## config.mk

```make
export PLATFORM = sky130hd
export DESIGN_NAME = fr90_front
export DESIGN_NICKNAME = d
export VERILOG_FILES = /design/src/hdl/fr90_pkg.sv /design/src/hdl/fr90_front.sv
export SDC_FILE = /design/constraint.sdc
export NUM_CORES = 1
export LEC_CHECK = 0
export BUFFER_PORTS_ARGS = -buffer_cell sky130_fd_sc_hd__buf_2
export CAP_MARGIN = 40
export CORE_MARGIN = 2
export CORE_UTILIZATION = 36
export CTS_BUF_LIST = sky130_fd_sc_hd__clkbuf_2
export DETAILED_ROUTE_END_ITERATION = 12
export GPL_ROUTABILITY_DRIVEN = 0
export PLACE_DENSITY = 0.64
export SLEW_MARGIN = 20
export SYNTH_ARGS = -nofsm -noshare
export SYNTH_HDL_FRONTEND = slang
export SYNTH_SLANG_ARGS = --single-unit
```

## constraint.sdc

```tcl
create_clock -name aclk -period 8.8 [get_ports aclk]
set_input_delay 0.88 -clock aclk [delete_from_list [all_inputs] [get_ports aclk]]
set_output_delay 0.88 -clock aclk [all_outputs]
set_load 0.02 [all_outputs]
```

## src/hdl/fr90_pkg.sv

```systemverilog
// Package for the frame rotation engine: codes, shared types and default sizes.
// Used by every module of the block; depends on nothing.
package fr90_pkg;

    localparam int PIX_W          = 24;
    localparam int CFG_DATA_W     = 11;
    localparam int CFG_INDEX_W    = 2;
    localparam int DEF_MAX_WIDTH  = 1024;
    localparam int DEF_MAX_HEIGHT = 1024;
    localparam int DIM_RESET      = 1024;
    localparam int QUEUE_DEPTH    = 4;

    localparam logic [CFG_INDEX_W-1:0] REG_ROTATION = 2'd0;
    localparam logic [CFG_INDEX_W-1:0] REG_WIDTH    = 2'd1;
    localparam logic [CFG_INDEX_W-1:0] REG_HEIGHT   = 2'd2;

    localparam logic CMD_LOAD = 1'b0;
    localparam logic CMD_EMIT = 1'b1;

    typedef enum logic [1:0] {
        ROT_NONE,
        ROT_90,
        ROT_180,
        ROT_270
    } rot_t;

    typedef enum logic [1:0] {
        OP_WRITE,
        OP_READ,
        OP_EARLY
    } op_t;

    typedef struct packed {
        op_t  op;
        logic last;
    } fr90_ctl_t;

endpackage

```

## src/hdl/fr90_front.sv

```systemverilog
// Front part of the frame rotation engine: configuration registers, load and output
// raster counters, and classification of each input transfer into a queue entry.
// Depends on fr90_pkg.
module fr90_front import fr90_pkg::*; #(
    parameter int MAX_WIDTH  = DEF_MAX_WIDTH,
    parameter int MAX_HEIGHT = DEF_MAX_HEIGHT,
    parameter int DW         = 11,
    parameter int ENTRY_W    = 64
) (
    input  logic                    aclk,
    input  logic                    aresetn,
    input  logic                    s_tvalid,
    output logic                    s_tready,
    input  logic [PIX_W-1:0]        s_tdata,
    input  logic                    s_tuser,
    input  logic                    cfg_wr_en,
    input  logic [CFG_INDEX_W-1:0]  cfg_index,
    input  logic [CFG_DATA_W-1:0]   cfg_wdata,
    input  logic                    q_full,
    output logic                    q_push,
    output logic [ENTRY_W-1:0]      q_push_data,
    output logic [DW-1:0]           dim_w
);

    localparam int MAXD  = (MAX_WIDTH > MAX_HEIGHT) ? MAX_WIDTH : MAX_HEIGHT;
    localparam int PW    = $clog2(MAXD);
    localparam int AW    = $clog2(MAX_WIDTH * MAX_HEIGHT);
    localparam int LCW   = $clog2(MAX_WIDTH * MAX_HEIGHT + 1);
    localparam int LW    = (DW > CFG_DATA_W) ? DW : CFG_DATA_W;
    localparam int RST_W = (DIM_RESET > MAX_WIDTH) ? MAX_WIDTH : DIM_RESET;
    localparam int RST_H = (DIM_RESET > MAX_HEIGHT) ? MAX_HEIGHT : DIM_RESET;

    function automatic logic [DW-1:0] clamp_dim(input logic [CFG_DATA_W-1:0] v,
                                                 input logic [LW-1:0] maxv);
        logic [LW-1:0] ve;
        logic [DW-1:0] res;
        ve = LW'(v);
        if (ve == '0) begin
            res = DW'(1);
        end else if (ve > maxv) begin
            res = DW'(maxv);
        end else begin
            res = DW'(ve);
        end
        return res;
    endfunction

    rot_t            rot_reg;
    logic [DW-1:0]   w_reg, h_reg;
    logic [LCW-1:0]  total_reg;
    logic [LCW-1:0]  load_count_reg, load_count_next;
    logic [PW-1:0]   col_reg, col_next, row_reg, row_next;

    logic [DW-1:0]   w_cfg, h_cfg;
    logic [2*DW-1:0] w_prod, h_prod;
    logic            accept, complete, swap, wrap, c_last, r_last, fin;
    logic [DW-1:0]   ow, oh, x_full, y_full;
    logic [PW-1:0]   c, r, x, y;
    fr90_ctl_t       ctl;

    assign w_cfg  = clamp_dim(cfg_wdata, LW'(MAX_WIDTH));
    assign h_cfg  = clamp_dim(cfg_wdata, LW'(MAX_HEIGHT));
    assign w_prod = w_cfg * h_reg;
    assign h_prod = w_reg * h_cfg;

    always_ff @(posedge aclk) begin
        if (!aresetn) begin
            rot_reg   <= ROT_NONE;
            w_reg     <= DW'(RST_W);
            h_reg     <= DW'(RST_H);
            total_reg <= LCW'(RST_W * RST_H);
        end else if (cfg_wr_en) begin
            case (cfg_index)
                REG_ROTATION: begin
                    rot_reg <= rot_t'(cfg_wdata[1:0]);
                end
                REG_WIDTH: begin
                    w_reg     <= w_cfg;
                    total_reg <= LCW'(w_prod);
                end
                REG_HEIGHT: begin
                    h_reg     <= h_cfg;
                    total_reg <= LCW'(h_prod);
                end
                default: begin
                end
            endcase
        end
    end

    assign dim_w    = w_reg;
    assign s_tready = !q_full;
    assign accept   = s_tvalid && s_tready;
    assign complete = load_count_reg >= total_reg;
    assign swap     = (rot_reg == ROT_90) || (rot_reg == ROT_270);
    assign ow       = swap ? h_reg : w_reg;
    assign oh       = swap ? w_reg : h_reg;
    assign wrap     = (DW'(col_reg) >= ow) || (DW'(row_reg) >= oh);
    assign c        = wrap ? '0 : col_reg;
    assign r        = wrap ? '0 : row_reg;
    assign c_last   = DW'(c) == ow - DW'(1);
    assign r_last   = DW'(r) == oh - DW'(1);
    assign fin      = c_last && r_last;

    always_comb begin
        case (rot_reg)
            ROT_90: begin
                x_full = DW'(r);
                y_full = h_reg - DW'(c) - DW'(1);
            end
            ROT_180: begin
                x_full = w_reg - DW'(c) - DW'(1);
                y_full = h_reg - DW'(r) - DW'(1);
            end
            ROT_270: begin
                x_full = w_reg - DW'(r) - DW'(1);
                y_full = DW'(c);
            end
            default: begin
                x_full = DW'(c);
                y_full = DW'(r);
            end
        endcase
    end

    assign x = PW'(x_full);
    assign y = PW'(y_full);

    always_comb begin
        load_count_next = load_count_reg;
        col_next        = col_reg;
        row_next        = row_reg;
        q_push          = 1'b0;
        ctl.op          = OP_WRITE;
        ctl.last        = 1'b0;
        if (accept) begin
            if (s_tuser == CMD_LOAD) begin
                if (!complete) begin
                    q_push          = 1'b1;
                    load_count_next = load_count_reg + LCW'(1);
                end
            end else if (!complete) begin
                q_push = 1'b1;
                ctl.op = OP_EARLY;
            end else begin
                q_push   = 1'b1;
                ctl.op   = OP_READ;
                ctl.last = fin;
                if (fin) begin
                    col_next        = '0;
                    row_next        = '0;
                    load_count_next = '0;
                end else if (c_last) begin
                    col_next = '0;
                    row_next = r + PW'(1);
                end else begin
                    col_next = c + PW'(1);
                    row_next = r;
                end
            end
        end
    end

    assign q_push_data = {ctl, s_tdata, load_count_reg[AW-1:0], y, x};

    always_ff @(posedge aclk) begin
        if (!aresetn) begin
            load_count_reg <= '0;
            col_reg        <= '0;
            row_reg        <= '0;
        end else begin
            load_count_reg <= load_count_next;
            col_reg        <= col_next;
            row_reg        <= row_next;
        end
    end

endmodule

```

# Word-level counts from Yosys, hierarchy flattened
# Index checks and enable logic that the tools add are counted.
[word_totals]
reg_bits = 86
latchBits = 0
ram_bits = 0
mem_bits_ro = 0
input_bits = 43
word_cells = 70
memories = 0
[op_classes]
n_addsub = 13
mul = 2
n_div = 0
magnitude_cmp = 4
eq_ne = 10
n_shift = 0
mux = 20
bitwise_logic = 0
reduce_logical = 14
[ops]
columns = ["cell", "count"]
rows = [
  ["2-to-1 mux 21 bit", 4],
  ["2-to-1 mux 10 bit", 6],
  ["case mux 10 bit (3 select lines)", 2],
  ["2-to-1 mux 11 bit", 4],
  ["multiplier 11 x 11 -> 21 bit", 2],
  ["case mux 21 bit (2 select lines)", 1],
  ["subtractor 10 x 1 -> 10 bit, second input constant", 4],
  ["subtractor 10 bit", 4],
  ["== test 10 x 11 -> 1 bit", 2],
  ["greater-or-equal comparator 10 x 11 -> 1 bit", 2],
  ["subtractor 11 x 1 -> 11 bit, second input constant", 2],
  ["adder 21 x 1 -> 21 bit, second input constant", 1],
  ["greater-or-equal comparator 21 bit", 1],
  ["adder 10 x 1 -> 10 bit, second input constant", 2],
  ["greater-than comparator 11 bit, second input constant", 1],
  ["logical NOT 11 bit", 1],
  ["AND reduction 2 bit", 4],
  ["== test 2 bit, second input constant", 3],
  ["== test 2 x 1 -> 1 bit, second input constant", 2],
  ["inequality test 2 x 1 -> 1 bit, second input constant", 2],
  ["AND reduction 4 bit", 1],
  ["2-to-1 mux 1 bit", 3],
  ["AND reduction 3 bit", 1],
  ["logical AND 1 bit", 2],
  ["other kinds (5)", 6],
]

# Depth between registers and ports, before layout
[depth]
ltp_word = 11
depth_mapped = 30
depth_no_buf = 25

# Worst setup path after synthesis
# Ideal clock, no wire load.
[synth_path]
path_type = "register -> output"
from = "register rot_reg[0]"
to = "output q_push_data[9]"
t_arrival_ps = 6172
required_time_ps = 7920
path_slack_ps = 1748
stages_incl_launch_ff = 29
n_path_buf = 9
cell_sequence = "dfxtp_1 -> buf_6 -> buf_6 -> buf_2 -> clkbuf_1 -> buf_1 -> clkbuf_1 -> mux2i_1 -> ha_1 -> a31oi_1 -> o221ai_1 -> o21a_1 -> clkbuf_1 -> nor2_1 -> clkbuf_1 -> clkbuf_1 -> nand2_1 -> ha_1 -> a21o_1 -> a21oi_1 -> o21bai_1 -> a21oi_1 -> o21bai_1 -> a21oi_1 -> o21ai_0 -> xnor2_1 -> nand2_1 -> o21ai_0 -> a221oi_1"
[synth_via]
elab_chain_cells = 9
elab_cells_between_ends = 16
[synth_rtl]
columns = ["item", "line", "source"]
rows = [
  ["start, declared", "fr90_front.sv:48", "rot_t rot_reg;"],
  ["start signal, assigned", "fr90_front.sv:75", "rot_reg <= rot_t'(cfg_wdata[1:0]);"],
  ["== test 2 x 1 -> 1 bit or == test 2 bit (tied branches)", "fr90_front.sv:95, fr90_front.sv:106", ""],
  ["logical OR 1 bit", "fr90_front.sv:95", "assign swap = (rot_reg == ROT_90) || (rot_reg == ROT_270);"],
  ["2-to-1 mux 11 bit, on equally long branches", "fr90_front.sv:96, fr90_front.sv:97", ""],
  ["greater-or-equal comparator 10 x 11 -> 1 bit", "fr90_front.sv:98", "assign wrap = (DW'(col_reg) >= ow) || (DW'(row_reg) >= oh);"],
  ["logical OR 1 bit", "fr90_front.sv:98", ""],
  ["2-to-1 mux 10 bit, on equally long branches", "fr90_front.sv:100, fr90_front.sv:99", ""],
  ["subtractor 10 bit, on equally long branches", "fr90_front.sv:116, fr90_front.sv:112", ""],
  ["subtractor 10 x 1 -> 10 bit, on equally long branches", "fr90_front.sv:116, fr90_front.sv:112", ""],
  ["case mux 10 bit (3 select lines) *", "fr90_front.sv:106", "case (rot_reg)"],
  ["end, declared", "fr90_front.sv:21", "output logic [ENTRY_W-1:0] q_push_data,"],
]
# Mark *: on every way between the ends. The rest lies on a longest branch, timed or not.

# Final worst setup path
# Ends and elaborated chain as after synthesis.

==> reports/qor.yml <==
outcome:
  status: "completed"
clock_tree:
  numClockSinks: 86
  cts_root_buf: "clkbuf_2"
  cts_tree: "built"
  htree_num_levels: 3
  post_cts_buffers: 0
  clockBufferDepth: 2
  cts_made_buffers: 9
  cts_hold_buffers: 0
  cts_resized: 0
  clk_pin_slew_ns: 0.24
  clock_latency_ns: 0.66
floorplan:
  die_area_um2: 47100
  fp.dieH_um: 217
  die_w_um: 217
  io_pins: 120
  start_util: 0.363
  core_area_um2: 45100
  rows: 78
timing:
  max_slew.worst_pin.slew_ns: 0.915
  timing.slew.headroom: 0.386
  setup_violations: 0
  fmax_mhz: 129
  fin_tns_setup_ns: 0
  hold_viol: 0
  fin_crit_sh: 0.882
  rsz0062_at_grt: "false"
  period_needed_ns: 7.76
  slew_violations: 0
  fin_skew_ns: 0.0483
drt:
  viasPerCell: 5.46
  drt_first_iter_violations: 1114
  drt-wirelength-per-cell_um: 17.9
  route.vias.total: 14300
  drt-total-wl_mm: 46.9
  drtPass1Iterations: 5
  antenna_left: 0
  drc: 0
power:
  total_power_mw: 1.02
  peakVddDrop_uv: 40.5
  p_leak_nw: 8.12
  power_density_nw_per_um2: 59.6
yosys:
  synth_top_area_share: 0.198
  ys_top_cells_by_area: "fa_1 (20%), ha_1 (15%), dfxtp_1 (11%), inv_1 (6.2%), and2_1 (5.4%)"
  ys_warn_count: 0
  syn_area_um2: 16300
  synth-xor-area-share: 0.0537
  synth_top_family_by_area: "adder cells"
  synth_compound_area_frac: 0.143
  synth_common_cells: "inv_1 (272), nand2_1 (221), ha_1 (199), fa_1 (162), and2_1 (140)"
  synth_flop_cell: "dfxtp_1"
  synth-edff-count: 0
  yosys.area_share.adder: 0.351
  syn_nets: 2450
  synthSimpleGateAreaFrac: 0.205
  ys_seq_area_frac: 0.105
  async_reset_ff_frac: 0
  yosys.area.top_type: "fa_1"
  synth_cells: 2046
  synth_area_per_cell_um2: 7.99
  synth_seq_cells: 86
  muxShareOfSynthArea: 0.0309
  synth_most_common_cell: "inv_1"
  synth_cell_types: 82
placement:
  port_buffers: 71
  dp_hpwl_mm: 36.8
worst_setup_path:
  path_max_fanout: 44
  end_kind: "primary output"
  r2r_start: "h_reg[2]"
  worstReg2RegEnd: "total_reg[20]"
  max_stage_delay_ns: 0.68
  rr_worst_depth: 21
  crit_buf_inv: 3
  critical-path-top-delay-family: "compound AO/OA/AOI/OAI gates"
  cpMostUsedCell: "a21oi_1"
  worstPathRequired_ns: 7.92
  rrSetupSlack_ns: 2.38
  crit_arrival_ns: 6.88
  start_kind: "flop"
  crit_chain: "buf_4 > mux2i_1 > ha_1 > nor2_1 > or3_1 > o22ai_1 > nor2_2 > buf_4 > nand2_1 > ha_1 > a21o_1 > a21oi_1 > o21bai_1 > a21oi_1 > o21bai_1 > a21oi_1 > o21ai_0 > xnor2_1 > nand2_1 > o21ai_0 > a221oi_1 > buf_2"
  crit_type: "reg2out"
  startpoint: "rot_reg[0]"
  critical-path-slowest-cell: "dfxtp_2"
global_route:
  grt.total_usage: 0.199
  antenna_found_initial: 1
  grt_pass1_vias: 14200
  grt_max_degree: 61
  grt_pass1_wl_mm: 75.2
  grt-ovfl-total: 0
cells_and_area:
  drive_gt1_frac: 0.0802
  post-route-util: 0.380
  syn2layout_area_growth_pct: 4.87
  nNetsFinal: 2418
hold_path:
  min_delay_path_depth: 3
  min_to: "rot_reg[0]"
  min_path_type: "in2reg"
  hold_path.startpoint: "cfg_wdata[0]"
job:
  cap_violations: 0
## power by group
part	switching [mW]	total (mW)	leakage [nW]	internal, mW
Clock	0.157	0.219	0.0590	0.0626
Sequential	0.0116	0.413	0.698	0.401
Combinational	0.244	0.390	7.36	0.146
## layout make-up
| class | count | area (µm²) |
|---|---|---|
| Fill cell | 4655 | 27900 |
| Multi-Input combinational cell | 1528 | 12800 |
| Sequential cell | 86 | 1720 |
| Inverter | 272 | 1020 |
| Tap cell | 600 | 751 |
| Timing Repair Buffer | 117 | 716 |
| Clock inverter | 7 | 65.1 |
| Clock buffer | 9 | 45.0 |
| Antenna cell | 1 | 2.50 |
## logic make-up (layout without fill, tap and decap cells)
group | count (synthesis) | count (layout)
flops | 86 | 86
compound gates | 373 | 373
buf+inv | 432 | 405
other cells | 0 | 1
fa+ha+maj | 361 | 361
xor+xnor | 94 | 94
simple gates | 659 | 659
mux | 41 | 41
## worst max path at each step
stage                      to  slack [ns]  cells past startpoint
2_1_floorplan  q_push_data[9]        1.75                     28
3_5_place_dp    total_reg[20]        1.46                     23
4_1_cts        q_push_data[9]        1.00                     22
3_3_place_gp    total_reg[20]        1.67                     23
6_report       q_push_data[9]        1.04                     22
5_1_grt        q_push_data[9]        0.60                     22
## stage by stage
stage / setup slack, ns / cells / cell area (µm²) / hold WS (ns)
floorplan: 1.75 / 2046 / 16300 / 0.432
global placement: 1.67 / 2597 / 17000 / 0.448
detailed placement: 1.46 / 2600 / 17000 / 0.458
CTS: 1.00 / 2616 / 17100 / 0.420
global route: 0.603 / 2620 / 17100 / 0.480
finish: 1.04 / 2620 / 17100 / 0.479
## worst register-to-register path: stages, from the launching register on
cell,delay (ns)
dfxtp_1,0.71
buf_4,0.35
nand2_1,0.11
fa_1,0.49
inv_1,0.06
fa_1,0.50
inv_1,0.05
fa_1,0.48
inv_1,0.05
fa_1,0.53
inv_1,0.06
fa_1,0.53
inv_1,0.04
ha_1,0.23
o41ai_1,0.66
o21bai_1,0.20
o21a_1,0.24
a41o_1,0.28
o41ai_1,0.35
xnor2_1,0.19
nor2_1,0.06
o221ai_1,0.18
## per-layer routing
layer / track usage / part of all wire
met1: 0.262 / 0.43
met2: 0.329 / 0.47
met3: 0.0196 / 0.056
met4: 0.0884 / 0.043
met5: 0 / 0
## cell usage in the layout (no fill, tap or decap), drive strengths merged, types with 29 or more instances in the layout
master,synthesis,final
a21oi,130,130
and2,141,141
buf,58,116
dfxtp,86,86
fa,162,162
ha,199,199
inv,272,272
mux2i,31,31
nand2,221,221
nand3,51,51
nor2,91,91
o21ai,85,85
xnor2,61,61
xor2,29,29
No activity file was read; power rests on OpenSTA's default activity.
