===== src/hdl/fr90_pkg.sv =====
// Package for the frame rotation engine: codes, shared types and default sizes.
// Used by every module of the block; depends on nothing.
package fr90_pkg;

    localparam int PIX_W          = 24;
    localparam int CFG_DATA_W     = 11;
    localparam int CFG_INDEX_W    = 2;
    localparam int DEF_MAX_WIDTH  = 1024;
    localparam int DEF_MAX_HEIGHT = 1024;
    localparam int DIM_RESET      = 1024;
    localparam int QUEUE_DEPTH    = 4;

    localparam logic [CFG_INDEX_W-1:0] REG_ROTATION = 2'd0;
    localparam logic [CFG_INDEX_W-1:0] REG_WIDTH    = 2'd1;
    localparam logic [CFG_INDEX_W-1:0] REG_HEIGHT   = 2'd2;

    localparam logic CMD_LOAD = 1'b0;
    localparam logic CMD_EMIT = 1'b1;

    typedef enum logic [1:0] {
        ROT_NONE,
        ROT_90,
        ROT_180,
        ROT_270
    } rot_t;

    typedef enum logic [1:0] {
        OP_WRITE,
        OP_READ,
        OP_EARLY
    } op_t;

    typedef struct packed {
        op_t  op;
        logic last;
    } fr90_ctl_t;

endpackage


===== src/hdl/fr90_fifo.sv =====
// Short queue between the front and back parts of the frame rotation engine.
// Holds packed entries in a small register array; depends on fr90_pkg.
module fr90_fifo import fr90_pkg::*; #(
    parameter int WIDTH = 64,
    parameter int DEPTH = QUEUE_DEPTH
) (
    input  logic             aclk,
    input  logic             aresetn,
    input  logic             push,
    input  logic [WIDTH-1:0] push_data,
    input  logic             pop,
    output logic [WIDTH-1:0] pop_data,
    output logic             full,
    output logic             empty
);

    localparam int PTR_W = (DEPTH > 1) ? $clog2(DEPTH) : 1;
    localparam int CNT_W = $clog2(DEPTH + 1);

    logic [WIDTH-1:0] entry_reg [DEPTH];
    logic [PTR_W-1:0] wr_ptr_reg, wr_ptr_next, rd_ptr_reg, rd_ptr_next;
    logic [CNT_W-1:0] count_reg, count_next;
    logic             do_push, do_pop;

    assign full     = count_reg == CNT_W'(DEPTH);
    assign empty    = count_reg == '0;
    assign do_push  = push && !full;
    assign do_pop   = pop && !empty;
    assign pop_data = entry_reg[rd_ptr_reg];

    always_comb begin
        wr_ptr_next = wr_ptr_reg;
        rd_ptr_next = rd_ptr_reg;
        count_next  = count_reg;
        if (do_push) begin
            wr_ptr_next = (wr_ptr_reg == PTR_W'(DEPTH - 1)) ? '0 : wr_ptr_reg + PTR_W'(1);
        end
        if (do_pop) begin
            rd_ptr_next = (rd_ptr_reg == PTR_W'(DEPTH - 1)) ? '0 : rd_ptr_reg + PTR_W'(1);
        end
        if (do_push && !do_pop) begin
            count_next = count_reg + CNT_W'(1);
        end else if (do_pop && !do_push) begin
            count_next = count_reg - CNT_W'(1);
        end
    end

    always_ff @(posedge aclk) begin
        if (!aresetn) begin
            wr_ptr_reg <= '0;
            rd_ptr_reg <= '0;
            count_reg  <= '0;
        end else begin
            wr_ptr_reg <= wr_ptr_next;
            rd_ptr_reg <= rd_ptr_next;
            count_reg  <= count_next;
        end
    end

    always_ff @(posedge aclk) begin
        if (do_push) begin
            entry_reg[wr_ptr_reg] <= push_data;
        end
    end

endmodule


===== config.mk =====
export PLATFORM = sky130hd
export DESIGN_NAME = fr90_fifo
export DESIGN_NICKNAME = d
export VERILOG_FILES = /design/src/hdl/fr90_pkg.sv /design/src/hdl/fr90_fifo.sv
export SDC_FILE = /design/constraint.sdc
export NUM_CORES = 1
export LEC_CHECK = 0
export ABC_AREA = 1
export CAP_MARGIN = 20
export CORE_MARGIN = 2
export CORE_UTILIZATION = 67
export DETAILED_ROUTE_END_ITERATION = 10
export DONT_BUFFER_PORTS = 1
export GPL_ROUTABILITY_DRIVEN = 0
export PLACE_DENSITY = 0.83
export SLEW_MARGIN = 20
export SYNTH_ARGS = -nofsm -noshare
export SYNTH_HDL_FRONTEND = slang
export SYNTH_SLANG_ARGS = --single-unit
export TNS_END_PERCENT = 1

===== constraint.sdc =====
create_clock -name aclk -period 10.2 [get_ports aclk]
set_clock_uncertainty 0.1 [all_clocks]
set_input_delay 0.51 -clock aclk [delete_from_list [all_inputs] [get_ports aclk]]
set_output_delay 0.51 -clock aclk [all_outputs]
set_load 0.02 [all_outputs]

### Word level (Yosys, flattened, before mapping)

Memories as Yosys holds them, arrays and structs flattened. A register that Yosys moved wholly into a read port is not among the register bits.
Cells that the tools add are included.
Widths: inputs -> output; s select.

* flip-flop bits (word level): 7
* input port bits: 68
* bits in writable memories: 256
* memories kept: 1
* output and inout bits: 66

Memories
* entry_reg: words 4, width 64, rd ports 1, clocked after memory_dff 1, write ports 1, RTL line fr90_fifo.sv:20 `logic [WIDTH-1:0] entry_reg [DEPTH];`

* muxes and demuxes: 8
* $add $sub $neg: 4
* equal/unequal tests: 3
* reductions and logical operators: 10

Operators with widths (number)
* $mux 2: 4
* $mux 3: 2
* $add 2x1->2 const B: 2
* $eq 2x2->1 const B: 2
* $logic_and 1x1->1: 4
* $logic_not 1->1: 4
* $add 3x1->3 const B: 1
* $eq 3x3->1 const B: 1
* $logic_not 3->1: 1
* $sub 3x1->3 const B: 1
* $mux 1: 2
* $reduce_bool 2->1: 1

### Depth between registers and ports, before layout

Gate-level depths: netlist of the first run.

* depth in word-level cells: 7
* depth in mapped cells: 13

### Worst setup path after synthesis of the first run

OpenSTA, ideal clock, no wires.

* path kind: register to register
* from: register count_reg[1]
* to: memory entry_reg[0][0], enable pin
* stages on the path, launching flop included: 5
* setup time: 487 ps
* arrival: 3353 ps
* data required time: 9613 ps
* path buffers: 0
* slack: 6261 ps
* period minus slack after synthesis: 3939 ps
* path through: dfxtp_1 -> nor2_1 -> nand2_1 -> nand2_1 -> nor2_1

* longest elaborated chain between the ends: 5

RTL lines
* from (decl): RTL line fr90_fifo.sv:22 `logic [CNT_W-1:0] count_reg, count_next;`
* from (signal assigned): RTL line fr90_fifo.sv:56 `count_reg <= count_next;`
* $eq 3x3->1: RTL line fr90_fifo.sv:25 `assign full = count_reg == CNT_W'(DEPTH);`
* $logic_not 1->1: RTL line fr90_fifo.sv:27 `assign do_push = push && !full;`
* $logic_and 1x1->1: RTL line fr90_fifo.sv:27
* $mux 1: RTL line fr90_fifo.sv:61 `if (do_push) begin`
* $mux 1 (implied by the code): RTL line fr90_fifo.sv:62 `entry_reg[wr_ptr_reg] <= push_data;`
* to (decl): RTL line fr90_fifo.sv:20

No other way between the ends.

==> metrics.txt, run 1 <==
status=complete, no violations; # DRC=0; total power=a little under 3000 uW; Hold WC Path Type=in -> reg; Initial Util=slightly below 70%; synthesized instance count=roughly 690; average cell area after synthesis=about 14 um2; synth top area cells=edfxtp_1 77%, nor2_1 5.4%, o22ai_1 4.0%; CTS clk-pin slew, worst paths=about 60 ps; critical path class=reg -> out; share of cells above drive strength 1=~5.8%; post-CTS setup buffers=0; Post-synth EDFFs=between 200 and 300; wirelength, routed=slightly below 20000 um; Startpoint Class=flip-flop; hold_buf cts=64; final hold violation count=0; Top FF cell, synth=edfxtp_1; vias per cell=6.207; largest net degree at the start of global routing=129; DP Wirelength=10100 um; IO Count=134; 1st-iter DRT viols=620; Ys Warns=0; post-synthesis cell type count=21; fmax=between 200 and 300 MHz; cell internal pwr=~1900 uW; sequential cell area fraction in the yosys report=78.73%; Clock Power Share=a little over a quarter; Antenna Nets Post-Route=0; # diodes=0; Synth top area share=roughly 77%; largest area contributor in the netlist=edfxtp_1; max reg flops=between 200 and 300; Slew Limit Fails=0; global-route wire length before repair=roughly 31000 um; total vias in the final route=5884; vias in the first global route=6189; root buffer cell=clkbuf_16; Period minus WS final=roughly 3400 ps; flop and latch count out of synthesis=roughly 270; sw frac=roughly 34%; final setup vio count=0; MaxCap Viol Count=0; GRT overflow=0; synth cell count leaders=256 x edfxtp_1, 145 x nor2_1, 74 x o21ai_0; CP endpoint kind=primary output; Pleak=roughly 0.0038 uW; ys async rst share=0%; # resized after CTS=0; Netlist Area Pre-Place=0.009993 mm2; post-DR wirelength/cell=approximately 21 um; CTS tree=yes; clock sinks=265; PortBufs=0; initial antenna violation count=0; most frequent cell after synthesis=edfxtp_1; gr usage total=between 20% and 30%; P_sw=just over 1000 uW; PwrDens=about 260 mW/mm2; setup TNS=0 ps; peak supply drop=0.0002189 V; # rows=44; CTS max path bufs=3; fin crit share=between 30% and 40%; Slew HR=between 30% and 40%; Die W=roughly 130 um; nets@finish=just over 800; Core Region=around 0.015 mm2; Clock H-tree levels=1; combinational fraction of design power=a little over a quarter; CP arrival=~2800 ps; clock latency on the worst-skew pair=~500 ps; chip height=roughly 130 um; Area Growth Syn to Fin=13.91%; Placed Cells=841; die area=0.01591 mm2; unrepaired setup endpoints after global routing=false; DRT Pass-1 Iters=5; Slew @ Worst Pin=approximately 980 ps; non-filler cells in the finished layout=approximately 950; Worst Path Required=roughly 9600 ps; Synth Net Count=around 770; sequential group share of total power=a little under half; CTS Buf Count=25; Crit Path Max Fanout=86
## metal layers
metal,GRT usage (%),share of wire (%)
met3,6.500,8.7
met1,31.52,38
met4,9.955,2.6
met5,0,0
met2,41.90,51
## placed cells by master (no fill, tap or decap), types with 2 or more instances in the layout
master,synthesis,routed
clkbuf_16,0,25
nor2_4,0,4
inv_1,17,17
dfxtp_1,9,7
clkinv_1,1,8
clkinv_2,0,3
o21ai_0,74,74
a21oi_1,2,2
clkbuf_1,18,6
o22ai_1,64,64
nor2_1,145,141
buf_4,6,6
inv_4,0,2
nand2_1,15,15
dlygate4sd3_1,0,64
ha_1,6,6
o21ai_1,56,56
edfxtp_1,256,256
## per-stage QoR
step | hold slack (ps) | cell area [um2] | util [%] | worst slack (ps)
final | 19.15 | 11380 | 78.32 | 6840
after global placement | 395.8 | 10030 | 69.04 | 7434
after global routing | 9.328 | 11380 | 78.32 | 6665
after detailed placement | 418.0 | 10040 | 69.06 | 7368
after floorplan | 380.1 | 9993 | - | 6261
after CTS | 5.729 | 11380 | 78.30 | 6900
## critical path, stage by stage (launching register included)
cell and delay [ps]:
dfxtp_4 350, inv_4 330, buf_4 780, o21ai_0 170, o22ai_1 510
## logic make-up after synthesis
family / count (synthesis) / synth area share [%]
AO/OA/AOI/OAI: 196 / 10.62
adder cells (fa/ha/maj): 7 / 0.9515
AND/OR/NAND/NOR: 163 / 6.198
buffers and inverters: 60 / 3.505
flip-flops: 265 / 78.73
## power groups by stage
stage	registers, uW	logic [uW]	clock network (uW)
floorplan	1380	638	0
global placement	1380	739	0
detailed placement	1380	764	0
CTS	1360	796	812
global route	1370	867	862
finish	1360	803	804
## cell type report
| type | count | area (um2) |
|---|---|---|
| clock buffers | 31 | 648.1 |
| clock inverters | 12 | 53.80 |
| fillers | 778 | 3151 |
| inverters | 19 | 76.32 |
| multi-input cells | 366 | 1805 |
| flip-flops and latches | 265 | 7873 |
| well taps | 184 | 230.2 |
| repair buffers | 71 | 696.9 |
## final timing paths
kind	cells after the start	end	slack, ps	startpoint
max	4	pop_data[53]	6840	flip-flop
min	2	count_reg[2]$_SDFFE_PN0P_	20	aresetn
max reg2reg	5	entry_reg[0][61]$_DFFE_PP_	7350	count_reg[1]$_SDFFE_PN0P_
min reg2reg	2	wr_ptr_reg[1]$_SDFFE_PN0P_	440	wr_ptr_reg[1]$_SDFFE_PN0P_
Note: power is estimated with default switching activity, not from simulation.
==> run 2, diff against run 1 <==
--- a/config.mk
+++ b/config.mk
@@ -5,14 +5,14 @@
 export SDC_FILE = /design/constraint.sdc
 export NUM_CORES = 1
 export LEC_CHECK = 0
-export ABC_AREA = 1
+export ABC_AREA = 0
 export CAP_MARGIN = 20
 export CORE_MARGIN = 2
-export CORE_UTILIZATION = 67
+export CORE_UTILIZATION = 62
 export DETAILED_ROUTE_END_ITERATION = 10
 export DONT_BUFFER_PORTS = 1
 export GPL_ROUTABILITY_DRIVEN = 0
-export PLACE_DENSITY = 0.83
+export PLACE_DENSITY = 0.78
 export SLEW_MARGIN = 20
 export SYNTH_ARGS = -nofsm -noshare
 export SYNTH_HDL_FRONTEND = slang
==> constraint.sdc (replaced) <==
create_clock -name aclk -period 3.2 [get_ports aclk]
set_clock_uncertainty 0.1 [all_clocks]
set_input_delay 0.16 -clock aclk [delete_from_list [all_inputs] [get_ports aclk]]
set_output_delay 0.16 -clock aclk [all_outputs]
set_load 0.02 [all_outputs]
==> run 2 against run 1 <==
Effect of this change:
- sequential share of layout area fell by 1.0 points
- synthesized area fell by 2.0%
- global-route usage fell by 3.3 points
- die area rose by 5.7%
- utilization fell by 2.9 points
- synthesized cell count fell by 44%
- first-iteration DRC count fell by 37%
- sequential power rose to 3.3 times the previous value
- sequential cell count did not move
- combinational power rose by 140%
- largest cell class unchanged
==> metrics.txt, run 2 <==
total power=9478 uW; Period minus WS final=between 2000 and 3000 ps; CTS tree=yes; largest net degree at the start of global routing=65; Critical Path Source=count_reg[0]$_SDFFE_PN0P_; Setup WS post-layout=between 500 and 600 ps; IO Count=about 130; Clock H-tree levels=1; die area=about 0.017 mm2; wirelength, routed=~18000 um; DP Wirelength=9892 um; GRT overflow=0; setup TNS=0 ps; unrepaired setup endpoints after global routing=false; gr usage total=between 20% and 30%; most common cell after layout, fill and taps aside=edfxtp_1; CTS Buf Count=25; most frequent cell after synthesis=edfxtp_1; worst r2r path cells=8; largest area contributor in the netlist=edfxtp_1; 1st-iter DRT viols=around 390; PortBufs=0; post-DR wirelength/cell=roughly 26 um; CP arrival=around 3000 ps; chip height=approximately 130 um; Antenna Nets Post-Route=0; final hold violation count=0; most frequent cells in the layout=256 x edfxtp_1, 67 x dlygate4sd3_1, 60 x mux4_2, 25 x clkbuf_16, 7 x dfxtp_1; Hold WC Path Type=in -> reg; Die W=approximately 130 um; synth cell count leaders=256 x edfxtp_1, 60 x mux4_2, 9 x dfxtp_1; Ys Warns=0; # rows=45; multi-input logic area=around 0.0017 mm2; peak supply drop=between 0.0005 and 0.0006 V; root buffer cell=clkbuf_16; nets@finish=546; PwrDens=820.1 mW/mm2; worst reg2reg endpoint=count_reg[2]$_SDFFE_PN0P_; Top FF cell, synth=edfxtp_1; DRT Pass-1 Iters=4; total vias in the final route=roughly 4300; Netlist Area Pre-Place=a little under 0.01 mm2; final setup vio count=0; clock sinks=265; Pleak=roughly 0.0037 uW; dpl ws=578.0 ps; Synth Net Count=460; sequential cell area fraction in the yosys report=~80%; share of cells above drive strength 1=between 20% and 30%; Area Growth Syn to Fin=18.04%; Synth top area share=78.52%; reg-to-reg startpoint=count_reg[0]$_SDFFE_PN0P_; clock latency on the worst-skew pair=approximately 500 ps; max reg flops=256; initial antenna violation count=1; Core Region=between 0.015 and 0.02 mm2; CTS clk-pin slew, worst paths=around 60 ps; Slew Limit Fails=0; synth top area cells=edfxtp_1 79%, mux4_2 14%, dfxtp_1 1.8%; # DRC=0; fin crit share=between 80% and 90%; post-synthesis cell type count=26; critical path class=reg -> reg; Slew HR=38.50%; average cell area after synthesis=approximately 25 um2; Worst Path Required=about 3500 ps; post-CTS setup buffers=0; vias in the first global route=approximately 4500; sequential cell area=~0.008 mm2; CTS max path bufs=3; crit path capture=count_reg[2]$_SDFFE_PN0P_; vias per cell=approximately 6; Fillers=827; CP endpoint kind=flip-flop; ys async rst share=0%; status=complete, no violations; Initial Util=a little under two thirds; fmax=between 300 and 400 MHz; flop and latch count out of synthesis=roughly 270; Startpoint Class=flip-flop; Crit Path Max Fanout=7; FF-to-FF setup slack=approximately 570 ps; WHS=roughly 270 ps; synthesized instance count=slightly below 400; Post-synth EDFFs=around 260; global-route wire length before repair=roughly 27000 um; Slew @ Worst Pin=slightly above 900 ps; MaxCap Viol Count=0
run 2: cell types whose count changed after synthesis, sizes merged, moves of 3 or more:
cell,delta
and2,+5
buf,-6
clkbuf,-19
inv,-15
mux2i,+3
mux4,+64
nand2,-9
nor2,-143
o21ai,-127
o22ai,-64
run 2: timing repair:
action,CTS,global route
gates resized for setup,0,0
setup endpoints to repair,0,0
hold buffers,67,0
hold endpoints to repair,265,0
run 2: cells by family after synthesis:
logic type | synth area share [%]
adders and majority gates | 0.9712
xor gates and xnor gates | 0.1789
and+or+nand+nor | 1.099
buffers and inverters | 1.904
DFF | 80.36
AOI/OAI and AO/OA | 0.3067
muxes | 15.18
run 2: layer usage:
layer,track usage [%],vias up,part of all wire [%]
li1,-,1813,-
met1,29.20,2245,39
met2,36.03,177,51
met3,5.945,27,8.3
met4,5.376,0,1.6
met5,0,-,0
run 2: report_power, final:
part | leakage (uW) | internal [uW] | switching [uW] | total (uW)
clock network | 0.000417 | 1860 | 1200 | 3060
logic | 0.000831 | 777 | 1150 | 1930
registers | 0.00242 | 4230 | 260 | 4490
run 2: how the worst min path moves through the flow:
stage / start / endpoint / slack (ps) / cells past startpoint
5_1_grt: push_data[36] / entry_reg[3][36]$_DFFE_PP_ / 250 / 1
2_1_floorplan: push_data[0] / entry_reg[0][0]$_DFFE_PP_ / 160 / 0
3_3_place_gp: push_data[13] / entry_reg[2][13]$_DFFE_PP_ / 160 / 0
6_report: push_data[14] / entry_reg[0][14]$_DFFE_PP_ / 270 / 1
3_5_place_dp: push_data[9] / entry_reg[2][9]$_DFFE_PP_ / 160 / 0
4_1_cts: push_data[36] / entry_reg[3][36]$_DFFE_PP_ / 250 / 1
run 2: through the flow:
step / area (um2) / utilization (%) / instances
after floorplan: 9791 / - / 385
after global placement: 10020 / 65.42 / 588
after detailed placement: 10020 / 65.42 / 588
after CTS: 11550 / 75.45 / 700
after global routing: 11560 / 75.47 / 701
final: 11560 / 75.47 / 701
run 2: cell type report:
cell class	instances	area share, %
Inverter	3	0.09743
Sequential cell	265	68.14
Clock inverter	16	1.851
Tap cell	211	2.284
Multi-Input combinational cell	101	15.11
Antenna cell	1	0.02165
Clock buffer	29	5.630
Timing Repair Buffer	75	6.864
run 2: critical path, cell delays in order (launching register included):
cell and delay (ps):
dfxtp_1 450, nor3b_2 140, nor2b_1 470, ha_1 290, inv_1 60, fa_1 380, xor2_1 180, or3_1 320
a21boi_0 160
